<file path="src/design/sstl_pkg.sv">
// Package for the servo speed table linearizer: sizes, shipped calibration
// tables, controller state type and controller/datapath command structs.
`timescale 1ns / 1ps
package sstl_pkg;

	localparam int TableEntries = 41;
	localparam int IdxW = $clog2(TableEntries);
	localparam int PulseCenter = 1500;
	localparam int OffsetFirst = -200;
	localparam int OffsetStep = 10;

	localparam logic OP_WRITE = 1'b0;
	localparam logic OP_CONVERT = 1'b1;
	localparam logic SIDE_LEFT = 1'b0;
	localparam logic SIDE_RIGHT = 1'b1;

	typedef enum logic [3:0] {
		ST_INIT,
		ST_IDLE,
		ST_RD0,
		ST_RDLAST,
		ST_CHKLAST,
		ST_RDSCAN,
		ST_SCAN,
		ST_DIV,
		ST_FIX,
		ST_NEXTW,
		ST_OUT
	} sstl_state_t;

	typedef struct packed {
		logic            init;
		logic            load;
		logic            wr;
		logic            rd;
		logic [IdxW-1:0] rd_idx;
		logic            sel_right;
		logic            cap_first;
		logic            cap_last;
		logic            scan_step;
		logic            div_start;
		logic            div_step;
		logic            fix;
		logic            out_load;
	} sstl_cmd_t;

	typedef struct packed {
		logic below;
		logic above;
		logic interp;
		logic div_done;
	} sstl_sts_t;

	function automatic logic signed [15:0] shipped(input logic side, input int k);
		logic signed [15:0] l [0:40];
		logic signed [15:0] r [0:40];
		l = '{-16'sd2867, -16'sd2867, -16'sd2867, -16'sd2867, -16'sd2949, -16'sd2867,
			-16'sd2949, -16'sd2867, -16'sd2867, -16'sd2826, -16'sd2744, -16'sd2703,
			-16'sd2580, -16'sd2499, -16'sd2294, -16'sd1966, -16'sd1597, -16'sd1147,
			-16'sd696, -16'sd328, 16'sd0, 16'sd123, 16'sd492, 16'sd1024, 16'sd1393,
			16'sd1802, 16'sd2048, 16'sd2376, 16'sd2580, 16'sd2621, 16'sd2703, 16'sd2744,
			16'sd2826, 16'sd2826, 16'sd2867, 16'sd2867, 16'sd2949, 16'sd2867, 16'sd2867,
			16'sd2949, 16'sd2867};
		r = '{-16'sd2867, -16'sd2867, -16'sd2867, -16'sd2867, -16'sd2867, -16'sd2867,
			-16'sd2867, -16'sd2867, -16'sd2826, -16'sd2826, -16'sd2744, -16'sd2703,
			-16'sd2580, -16'sd2499, -16'sd2294, -16'sd1966, -16'sd1597, -16'sd1229,
			-16'sd778, -16'sd328, 16'sd0, 16'sd328, 16'sd696, 16'sd1147, 16'sd1516,
			16'sd1966, 16'sd2253, 16'sd2499, 16'sd2621, 16'sd2744, 16'sd2744, 16'sd2826,
			16'sd2826, 16'sd2867, 16'sd2867, 16'sd2867, 16'sd2867, 16'sd2867, 16'sd2867,
			16'sd2867, 16'sd2867};
		if (k > 40) begin
			return 16'sd0;
		end
		return side ? r[k] : l[k];
	endfunction

endpackage

</file>
<file path="src/design/sstl_stream_if.sv">
// Valid/ready stream interface used for the input and result channels.
// Depends on sstl_pkg for nothing but is compiled after it.
`timescale 1ns / 1ps
interface sstl_in_if;
	logic               valid;
	logic               ready;
	logic               op;
	logic               side;
	logic [5:0]         entry_index;
	logic signed [15:0] entry_value;
	logic signed [15:0] left_speed;
	logic signed [15:0] right_speed;
	modport source (output valid, op, side, entry_index, entry_value, left_speed,
		right_speed, input ready);
	modport sink (input valid, op, side, entry_index, entry_value, left_speed,
		right_speed, output ready);
endinterface

interface sstl_out_if;
	logic        valid;
	logic        ready;
	logic [10:0] left_pulse_us;
	logic [10:0] right_pulse_us;
	modport source (output valid, left_pulse_us, right_pulse_us, input ready);
	modport sink (input valid, left_pulse_us, right_pulse_us, output ready);
endinterface

</file>
<file path="src/design/sstl_ctrl.sv">
// Controller state machine: sequences table reads, the segment scan and the
// serial division for each wheel. Depends on sstl_pkg.
`timescale 1ns / 1ps
module sstl_ctrl import sstl_pkg::*; (
	input  logic      clk,
	input  logic      arst_n,
	input  logic      in_valid,
	output logic      in_ready,
	input  logic      in_op,
	input  logic      out_busy,
	input  sstl_sts_t sts,
	output sstl_cmd_t cmd
);
	sstl_state_t state_q, state_d;
	logic [IdxW-1:0] i_q, i_d;
	logic side_q, side_d;

	always_ff @(posedge clk or negedge arst_n) begin
		if (!arst_n) begin
			state_q <= ST_INIT;
			i_q <= '0;
			side_q <= SIDE_LEFT;
		end else begin
			state_q <= state_d;
			i_q <= i_d;
			side_q <= side_d;
		end
	end

	always_comb begin
		state_d = state_q;
		i_d = i_q;
		side_d = side_q;
		cmd = '0;
		cmd.sel_right = side_q;
		in_ready = 1'b0;
		case (state_q)
			ST_INIT: begin
				// One entry of both tables is loaded with its shipped value per cycle.
				cmd.init = 1'b1;
				cmd.rd_idx = i_q;
				if (i_q == IdxW'(TableEntries - 1)) begin
					i_d = '0;
					state_d = ST_IDLE;
				end else begin
					i_d = i_q + 1'b1;
				end
			end
			ST_IDLE: begin
				in_ready = 1'b1;
				if (in_valid) begin
					if (in_op == OP_CONVERT) begin
						cmd.load = 1'b1;
						side_d = SIDE_LEFT;
						state_d = ST_RD0;
					end else begin
						cmd.wr = 1'b1;
					end
				end
			end
			ST_RD0: begin
				cmd.rd = 1'b1;
				cmd.rd_idx = '0;
				state_d = ST_RDLAST;
			end
			ST_RDLAST: begin
				cmd.cap_first = 1'b1;
				cmd.rd = 1'b1;
				cmd.rd_idx = IdxW'(TableEntries - 1);
				state_d = ST_CHKLAST;
			end
			ST_CHKLAST: begin
				cmd.cap_last = 1'b1;
				i_d = IdxW'(1);
				if (sts.below || sts.above) begin
					state_d = ST_NEXTW;
				end else begin
					cmd.rd = 1'b1;
					cmd.rd_idx = IdxW'(1);
					state_d = ST_SCAN;
				end
			end
			ST_RDSCAN: begin
				cmd.rd = 1'b1;
				cmd.rd_idx = i_q;
				state_d = ST_SCAN;
			end
			ST_SCAN: begin
				cmd.scan_step = 1'b1;
				if (sts.interp) begin
					cmd.div_start = 1'b1;
					state_d = ST_DIV;
				end else if (i_q == IdxW'(TableEntries - 1)) begin
					state_d = ST_NEXTW;
				end else begin
					i_d = i_q + 1'b1;
					state_d = ST_RDSCAN;
				end
			end
			ST_DIV: begin
				cmd.div_step = 1'b1;
				if (sts.div_done) begin
					state_d = ST_FIX;
				end
			end
			ST_FIX: begin
				cmd.fix = 1'b1;
				if (i_q == IdxW'(TableEntries - 1)) begin
					state_d = ST_NEXTW;
				end else begin
					i_d = i_q + 1'b1;
					state_d = ST_RDSCAN;
				end
			end
			ST_NEXTW: begin
				if (side_q == SIDE_RIGHT) begin
					state_d = ST_OUT;
				end else begin
					side_d = SIDE_RIGHT;
					state_d = ST_RD0;
				end
			end
			ST_OUT: begin
				if (!out_busy) begin
					cmd.out_load = 1'b1;
					state_d = ST_IDLE;
				end
			end
			default: state_d = ST_IDLE;
		endcase
	end
endmodule

</file>
<file path="src/design/sstl_dp.sv">
// Datapath: both calibration tables, compare logic, offset register and a
// short restoring divider, plus the generic RAM that holds each table.
// Depends on sstl_pkg.
`timescale 1ns / 1ps
module sstl_ram #(
	parameter int Width = 16,
	parameter int Depth = 64
) (
	input  logic                     clk,
	input  logic                     we,
	input  logic [$clog2(Depth)-1:0] waddr,
	input  logic [Width-1:0]         wdata,
	input  logic                     re,
	input  logic [$clog2(Depth)-1:0] raddr,
	output logic [Width-1:0]         rdata_q
);
	logic [Width-1:0] mem [Depth];

	always_ff @(posedge clk) begin
		if (we) begin
			mem[waddr] <= wdata;
		end
		if (re) begin
			rdata_q <= mem[raddr];
		end
	end
endmodule

module sstl_dp import sstl_pkg::*; (
	input  logic               clk,
	input  sstl_cmd_t          cmd,
	output sstl_sts_t          sts,
	input  logic               in_side,
	input  logic [5:0]         in_index,
	input  logic signed [15:0] in_value,
	input  logic signed [15:0] in_left,
	input  logic signed [15:0] in_right,
	output logic [10:0]        pulse_l,
	output logic [10:0]        pulse_r
);
	logic signed [15:0] rd_l, rd_r, rd_data;
	logic signed [15:0] prev_q, first_q;
	logic signed [15:0] xl_q, xr_q;
	logic signed [9:0]  off_q, offl_q;
	logic [IdxW-1:0]    seg_q, idx_q;
	logic [19:0]        rem_q, num_x, den_sh;
	logic [16:0]        den_q;
	logic [3:0]         quo_q;
	logic [2:0]         dcnt_q;
	logic [1:0]         qbit;
	logic signed [15:0] x;
	logic signed [17:0] diff_x, diff_t;
	logic signed [9:0]  seg_base;
	logic               wr_ok, we_l, we_r;
	logic [IdxW-1:0]    waddr;
	logic signed [15:0] wdata_l, wdata_r;

	// The init pass after reset writes the shipped calibration through the
	// normal write port, one entry of both tables per cycle.
	assign wr_ok = cmd.wr && (in_index < 6'(TableEntries));
	assign waddr = cmd.init ? cmd.rd_idx : in_index[IdxW-1:0];
	assign we_l = cmd.init || (wr_ok && in_side == SIDE_LEFT);
	assign we_r = cmd.init || (wr_ok && in_side == SIDE_RIGHT);
	assign wdata_l = cmd.init ? shipped(SIDE_LEFT, int'(cmd.rd_idx)) : in_value;
	assign wdata_r = cmd.init ? shipped(SIDE_RIGHT, int'(cmd.rd_idx)) : in_value;

	sstl_ram #(.Width(16), .Depth(TableEntries)) u_tab_l (
		.clk(clk), .we(we_l), .waddr(waddr), .wdata(wdata_l), .re(cmd.rd),
		.raddr(cmd.rd_idx), .rdata_q(rd_l)
	);

	sstl_ram #(.Width(16), .Depth(TableEntries)) u_tab_r (
		.clk(clk), .we(we_r), .waddr(waddr), .wdata(wdata_r), .re(cmd.rd),
		.raddr(cmd.rd_idx), .rdata_q(rd_r)
	);

	assign rd_data = cmd.sel_right ? rd_r : rd_l;
	assign x = cmd.sel_right ? xr_q : xl_q;

	assign diff_x = 18'(x) - 18'(prev_q);
	assign diff_t = 18'(rd_data) - 18'(prev_q);
	assign num_x = {3'b000, diff_x[16:0]};
	assign qbit = dcnt_q[1:0] - 2'd1;
	assign den_sh = {3'b000, den_q} << qbit;
	assign seg_base = 10'(OffsetFirst) + 10'(OffsetStep) * $signed({1'b0, seg_q})
		- 10'(OffsetStep);

	assign sts.below = (x <= first_q);
	assign sts.above = (x >= rd_data);
	assign sts.interp = (x > prev_q) && (x < rd_data);
	assign sts.div_done = (dcnt_q == 3'd1);

	always_ff @(posedge clk) begin
		if (cmd.load) begin
			xl_q <= in_left;
			xr_q <= in_right;
		end
		if (cmd.rd) begin
			idx_q <= cmd.rd_idx;
		end
		if (cmd.cap_first) begin
			first_q <= rd_data;
			prev_q <= rd_data;
		end
		if (cmd.cap_last) begin
			off_q <= 10'sd0;
			if (sts.below) begin
				off_q <= 10'(OffsetFirst);
			end else if (sts.above) begin
				off_q <= 10'(OffsetFirst + OffsetStep * (TableEntries - 1));
			end
		end
		if (cmd.scan_step) begin
			prev_q <= rd_data;
			seg_q <= idx_q;
			if (x == rd_data) begin
				off_q <= 10'(OffsetFirst) + 10'(OffsetStep) * $signed({1'b0, idx_q});
			end
		end
		// The fraction 10*(x-lo)/(hi-lo) lies below 10, so four quotient
		// bits are enough.
		if (cmd.div_start) begin
			rem_q <= (num_x << 3) + (num_x << 1);
			den_q <= diff_t[16:0];
			quo_q <= '0;
			dcnt_q <= 3'd4;
		end else if (cmd.div_step) begin
			if (rem_q >= den_sh) begin
				rem_q <= rem_q - den_sh;
				quo_q[qbit] <= 1'b1;
			end
			dcnt_q <= dcnt_q - 3'd1;
		end
		if (cmd.fix) begin
			// base + q, rounding the total toward zero for negative bases
			off_q <= seg_base + $signed({6'b0, quo_q})
				+ ((seg_base < 0 && rem_q != '0) ? 10'sd1 : 10'sd0);
		end
		if (cmd.out_load) begin
			pulse_r <= 11'(PulseCenter) - 11'(off_q);
			pulse_l <= 11'(PulseCenter) + 11'(offl_q);
		end
		if (cmd.sel_right == SIDE_LEFT && !cmd.out_load) begin
			offl_q <= off_q;
		end
	end
endmodule

</file>
<file path="src/design/servo_speed_table_linearizer_top.sv">
// Top level of the servo speed table linearizer.
// After reset the input is held off while both tables load. A write item
// leaves the block idle. Per wheel, a convert item reads the first and last
// entries for a range check; in range all 40 segments are scanned, with a
// serial division per interpolating segment (at most one on a monotonic
// table). One item at a time; an async reset reloads the shipped tables.
`timescale 1ns / 1ps
module servo_speed_table_linearizer_top import sstl_pkg::*; (
	input  logic  clk,
	input  logic  arst_n,
	sstl_in_if.sink    in_ch,
	sstl_out_if.source out_ch
);
	sstl_cmd_t cmd;
	sstl_sts_t sts;
	logic      out_valid_q;
	logic [10:0] pl, pr;

	sstl_ctrl u_ctrl (
		.clk(clk), .arst_n(arst_n), .in_valid(in_ch.valid), .in_ready(in_ch.ready),
		.in_op(in_ch.op), .out_busy(out_valid_q && !out_ch.ready), .sts(sts), .cmd(cmd)
	);

	sstl_dp u_dp (
		.clk(clk), .cmd(cmd), .sts(sts), .in_side(in_ch.side),
		.in_index(in_ch.entry_index), .in_value(in_ch.entry_value),
		.in_left(in_ch.left_speed), .in_right(in_ch.right_speed),
		.pulse_l(pl), .pulse_r(pr)
	);

	// The result register holds until the sink takes it.
	always_ff @(posedge clk or negedge arst_n) begin
		if (!arst_n) begin
			out_valid_q <= 1'b0;
		end else if (cmd.out_load) begin
			out_valid_q <= 1'b1;
		end else if (out_ch.ready) begin
			out_valid_q <= 1'b0;
		end
	end

	assign out_ch.valid = out_valid_q;
	assign out_ch.left_pulse_us = pl;
	assign out_ch.right_pulse_us = pr;

	a_no_overwrite: assert property (@(posedge clk) disable iff (!arst_n)
		out_valid_q && !out_ch.ready |-> !cmd.out_load)
		else $error("result overwritten before it was taken");
	a_write_not_busy: assert property (@(posedge clk) disable iff (!arst_n)
		cmd.wr |-> in_ch.ready)
		else $error("table write outside idle");
endmodule
</file>
<file path="src/flat_wrapper.sv">
// flat-port wrapper written by rule: the top's interface ports become plain ports
module servo_speed_table_linearizer_top_flat import sstl_pkg::*;
  (clk, arst_n, in_ch_valid, in_ch_op, in_ch_side, in_ch_entry_index, in_ch_entry_value, in_ch_left_speed, in_ch_right_speed, in_ch_ready, out_ch_valid, out_ch_left_pulse_us, out_ch_right_pulse_us, out_ch_ready);
  sstl_in_if in_ch_i ();
  sstl_out_if out_ch_i ();
  input  logic clk;
  input  logic arst_n;
  input wire logic [$bits(in_ch_i.valid)-1:0] in_ch_valid;
  input wire logic [$bits(in_ch_i.op)-1:0] in_ch_op;
  input wire logic [$bits(in_ch_i.side)-1:0] in_ch_side;
  input wire logic [$bits(in_ch_i.entry_index)-1:0] in_ch_entry_index;
  input wire logic [$bits(in_ch_i.entry_value)-1:0] in_ch_entry_value;
  input wire logic [$bits(in_ch_i.left_speed)-1:0] in_ch_left_speed;
  input wire logic [$bits(in_ch_i.right_speed)-1:0] in_ch_right_speed;
  output wire logic [$bits(in_ch_i.ready)-1:0] in_ch_ready;
  output wire logic [$bits(out_ch_i.valid)-1:0] out_ch_valid;
  output wire logic [$bits(out_ch_i.left_pulse_us)-1:0] out_ch_left_pulse_us;
  output wire logic [$bits(out_ch_i.right_pulse_us)-1:0] out_ch_right_pulse_us;
  input wire logic [$bits(out_ch_i.ready)-1:0] out_ch_ready;
  assign in_ch_i.valid = in_ch_valid;
  assign in_ch_i.op = in_ch_op;
  assign in_ch_i.side = in_ch_side;
  assign in_ch_i.entry_index = in_ch_entry_index;
  assign in_ch_i.entry_value = in_ch_entry_value;
  assign in_ch_i.left_speed = in_ch_left_speed;
  assign in_ch_i.right_speed = in_ch_right_speed;
  assign in_ch_ready = in_ch_i.ready;
  assign out_ch_valid = out_ch_i.valid;
  assign out_ch_left_pulse_us = out_ch_i.left_pulse_us;
  assign out_ch_right_pulse_us = out_ch_i.right_pulse_us;
  assign out_ch_i.ready = out_ch_ready;
  servo_speed_table_linearizer_top u_core (.clk(clk), .arst_n(arst_n), .in_ch(in_ch_i), .out_ch(out_ch_i));
endmodule
</file>
<file path="config.mk">
export PLATFORM = sky130hd
export DESIGN_NAME = servo_speed_table_linearizer_top_flat
export DESIGN_NICKNAME = d
export VERILOG_FILES = /design/src/design/sstl_pkg.sv /design/src/design/sstl_stream_if.sv /design/src/design/sstl_ctrl.sv /design/src/design/sstl_dp.sv /design/src/design/servo_speed_table_linearizer_top.sv /design/src/flat_wrapper.sv
export SDC_FILE = /design/constraint.sdc
export NUM_CORES = 2
export LEC_CHECK = 0
export ABC_AREA = 1
export BUFFER_PORTS_ARGS = -buffer_cell sky130_fd_sc_hd__buf_2
export CAP_MARGIN = 20
export CORE_MARGIN = 3
export CORE_UTILIZATION = 38
export CTS_BUF_LIST = sky130_fd_sc_hd__clkbuf_4 sky130_fd_sc_hd__clkbuf_8
export DETAILED_ROUTE_END_ITERATION = 6
export HOLD_SLACK_MARGIN = 0.08
export SLEW_MARGIN = 20
export SYNTH_ARGS = -nofsm -noshare
export SYNTH_HDL_FRONTEND = slang
export SYNTH_SLANG_ARGS = --single-unit
export TNS_END_PERCENT = 20
</file>
<file path="constraint.sdc">
create_clock -name clk -period 24.6 [get_ports clk]
set_input_delay 2.46 -clock clk [delete_from_list [all_inputs] [get_ports clk]]
set_output_delay 2.46 -clock clk [all_outputs]
set_load 0.03 [all_outputs]
</file>
==> metrics.csv <==
metric,value,unit
dieWidth,427.5,um
p_comb_share,43.5,%
relSlewSlack,24.75,%
grt_start_max_net_pins,157,
synthCells,5990,
dieArea,182800,um2
crit_path_max_incr_delay,0.98,ns
critPathKind,reg -> reg,
yosys.area.top_type,edfxtp_1,
required,25.37,ns
cts_tree,done,
ctsResizeCount,0,
path_clk_slew,0.06,ns
portBuffers,83,
holdBufCountCts,0,
synth_edf_count,1489,
setup_viol,0,
critPathMostFrequentCell,nand2_1,
clk_latency,1.04,ns
pwr-share-seq,35.1,%
fin_nets,6375,
cts_setup_buffers,0,
synth_seq_cells,1518,
cts_buffers,241,
layout_min_cycle_time,8.078,ns
total_leakage_power,29.05,nW
cap_violations,0,
grt_pass1_vias,44573,
fill_cells,16303,
grt_usage,20.74,%
ys_top_cells_by_count,"1678 x nand2_1, 1489 x edfxtp_1, 590 x inv_1",
synthMostInstantiatedCell,nand2_1,
wl_per_cell,22.11,um
die_h,427.5,um
h-tree-depth,4,
fin_util,43.15,%
cp-start-kind,flip-flop,
hold_path_class,reg -> reg,
finalCritPeriodShare,32.84,%
vias,45919,
power.density,134.8,nW/um2
core_area,176300,um2
synth_area_leaders,"edfxtp_1 66%, nand2_1 9.3%, nand3_1 4.0%",
clock_sinks,1518,
grt_pass1_wl,285700,um
synth_nets,6198,
sw_frac_of_total,42.38,%
p_int,5.910,mW
cp-end-kind,flip-flop,
synth_warnings,0,
gp_congestion,0.9143,
post-route-drc-count,1,
multi_input_area,19000,um2
max_freq,123.8,MHz
wl,192500,um
crit_family,buffers and inverters,
crit_buf_inv,5,
skew,0.1100,ns
slew_violations,0,
syn_avg_cell_area,11.27,um2
drt_iter0_markers,4411,
seqCellArea,45350,um2
violations,DRC,
peakVddDrop,0.1114,mV
hold_viol_final,0,
num_rows,154,
cts_root_buffer,clkbuf_8,
synthArstFlopShare,0.7905,%
worst_pin_slew,1.129,ns
start_util,38.30,%
finalSetupTns,0,ns
antenna_left,0,
io_pins,84,
hpwl,114000,um
netlist_area,67520,um2
syn_to_final_growth,12.66,%
cpMaxStageDelayCell,dfrtp_1,
firstDrtPassIters,7,
synth_top_area_share,66.22,%
antenna_found_initial,5,
drive_gt1_share,11.36,%
cp.arrival,8.85,ns
via_per_inst,5.275,
cp_max_fo,100,
status,"finished, violations left",
clockBufferDepth,3,
net-switching-power,4.347,mW
synthFlopType,edfxtp_1,
rsz0062_at_grt,false,
clockPowerShare,21.4,%
grt_overflow_total,0,
yosysSeqAreaShare,67.17,%
synth_cell_types,57,
-- state kept, by name, summed over array words and instances (netlist names), 6 cells and up --
register / count
u_core.u_ctrl.i_q: 6
u_core.u_dp.den_q: 17
u_core.u_dp.first_q: 16
u_core.u_dp.idx_q: 6
u_core.u_dp.off_q: 10
u_core.u_dp.offl_q: 10
u_core.u_dp.prev_q: 16
u_core.u_dp.pulse_l: 11
u_core.u_dp.pulse_r: 11
u_core.u_dp.rem_q: 20
u_core.u_dp.seg_q: 6
u_core.u_dp.u_tab_l.mem: 656
u_core.u_dp.u_tab_l.rdata_q: 16
u_core.u_dp.u_tab_r.mem: 656
u_core.u_dp.u_tab_r.rdata_q: 16
u_core.u_dp.xl_q: 16
u_core.u_dp.xr_q: 16
-- layout by cell type (no fill, tap or decap), types with 132 or more instances in the layout --
cell and n:
a21oi_1 139, a221oi_1 133, buf_4 132, clkbuf_8 241, edfxtp_1 1489, ha_1 141
inv_1 588, nand2_1 1671, nand3_1 546, nand3b_1 163, nor2_1 163, o21ai_0 143
-- power by group through the flow --
stage               registers (mW)  logic (mW)  clock network, mW
floorplan                     3.61        2.93                  0
global placement              3.66        4.36                  0
detailed placement            3.66        4.41                  0
CTS                           3.60        4.43               2.24
global route                  3.61        4.92               2.36
finish                        3.60        4.47               2.19
-- routing by layer --
| layer | share of wire, % | wire [um] | track usage, % | vias up |
|---|---|---|---|---|
| met1 | 41 | 79720 | 27.30 | 22563 |
| met4 | 4.2 | 7998 | 8.735 | 0 |
| met5 | 0 | 0 | 0 | - |
| li1 | - | - | - | 21236 |
| met3 | 6.6 | 12650 | 3.278 | 345 |
| met2 | 48 | 92120 | 34.17 | 1775 |
-- area by class of cell --
cell class                      count  area share (%)
Tap cell                         2340           3.849
Clock buffer                      317           5.110
Sequential cell                  1518           59.62
Inverter                          606           3.013
Clock inverter                    116           1.331
Timing Repair Buffer              224           2.072
Multi-Input combinational cell   3576           24.98
Antenna cell                        8         0.02632
-- per-stage QoR --
stage / power (mW) / cells / hold slack [ns] / setup WS [ns] / area (um2)
floorplan: 6.534 / 5990 / 0.4003 / 16.87 / 67520
global placement: 8.017 / 8261 / 0.4071 / 16.37 / 71070
detailed placement: 8.071 / 8261 / 0.4072 / 16.53 / 71070
CTS: 10.27 / 8694 / 0.4220 / 16.57 / 75970
global route: 10.89 / 8701 / 0.4418 / 15.76 / 76060
finish: 10.26 / 8705 / 0.4223 / 16.52 / 76070
-- worst paths after layout --
kind / start / end / slack (ns) / cells after the start
setup / recovery: u_core.u_ctrl.side_q / u_core.u_dp.u_tab_r.rdata_q[6] / 16.52 / 26
hold / removal: u_core.u_dp.offl_q[1] / u_core.u_dp.pulse_l[1] / 0.42 / 0
setup reg to reg: u_core.u_ctrl.side_q / u_core.u_dp.u_tab_r.rdata_q[6] / 16.52 / 26
hold reg to reg: u_core.u_dp.offl_q[1] / u_core.u_dp.pulse_l[1] / 0.42 / 0
max in group asynchronous: arst_n / u_core.out_ch.valid / 22.89 / 1
min in group asynchronous: arst_n / u_core.u_ctrl.i_q[2] / 1.42 / 1
-- cell families after synthesis --
logic type                 count (synthesis)  share of synthesized area (%)
DFF                                     1518                          67.17
xor gates and xnor gates                  84                          1.090
and+or+nand+nor                         2717                          17.63
muxes                                      2                        0.02965
adders and majority gates                148                          2.820
AOI/OAI and AO/OA                        625                          5.882
buffers and inverters                    896                          5.377
-- worst register-to-register path: stages (launching register included) --
cell	delay [ns]
dfrtp_1	0.98
inv_1	0.76
or2_2	0.52
o21ai_0	0.14
ha_1	0.31
nand2_1	0.07
inv_1	0.03
nor2_1	0.08
o21a_1	0.16
nand2_1	0.07
nand2_1	0.10
nand2_1	0.07
nand2_1	0.05
nand2_1	0.10
nor2_2	0.23
nand2_8	0.31
nand2_8	0.52
buf_4	0.79
buf_6	0.81
buf_4	0.91
nand2_1	0.15
nand3_1	0.11
nand2_1	0.07
o21ai_1	0.27
nand3_1	0.16
nand2_1	0.10
nand2_1	0.05
Note: power is estimated with default switching activity, not from simulation.
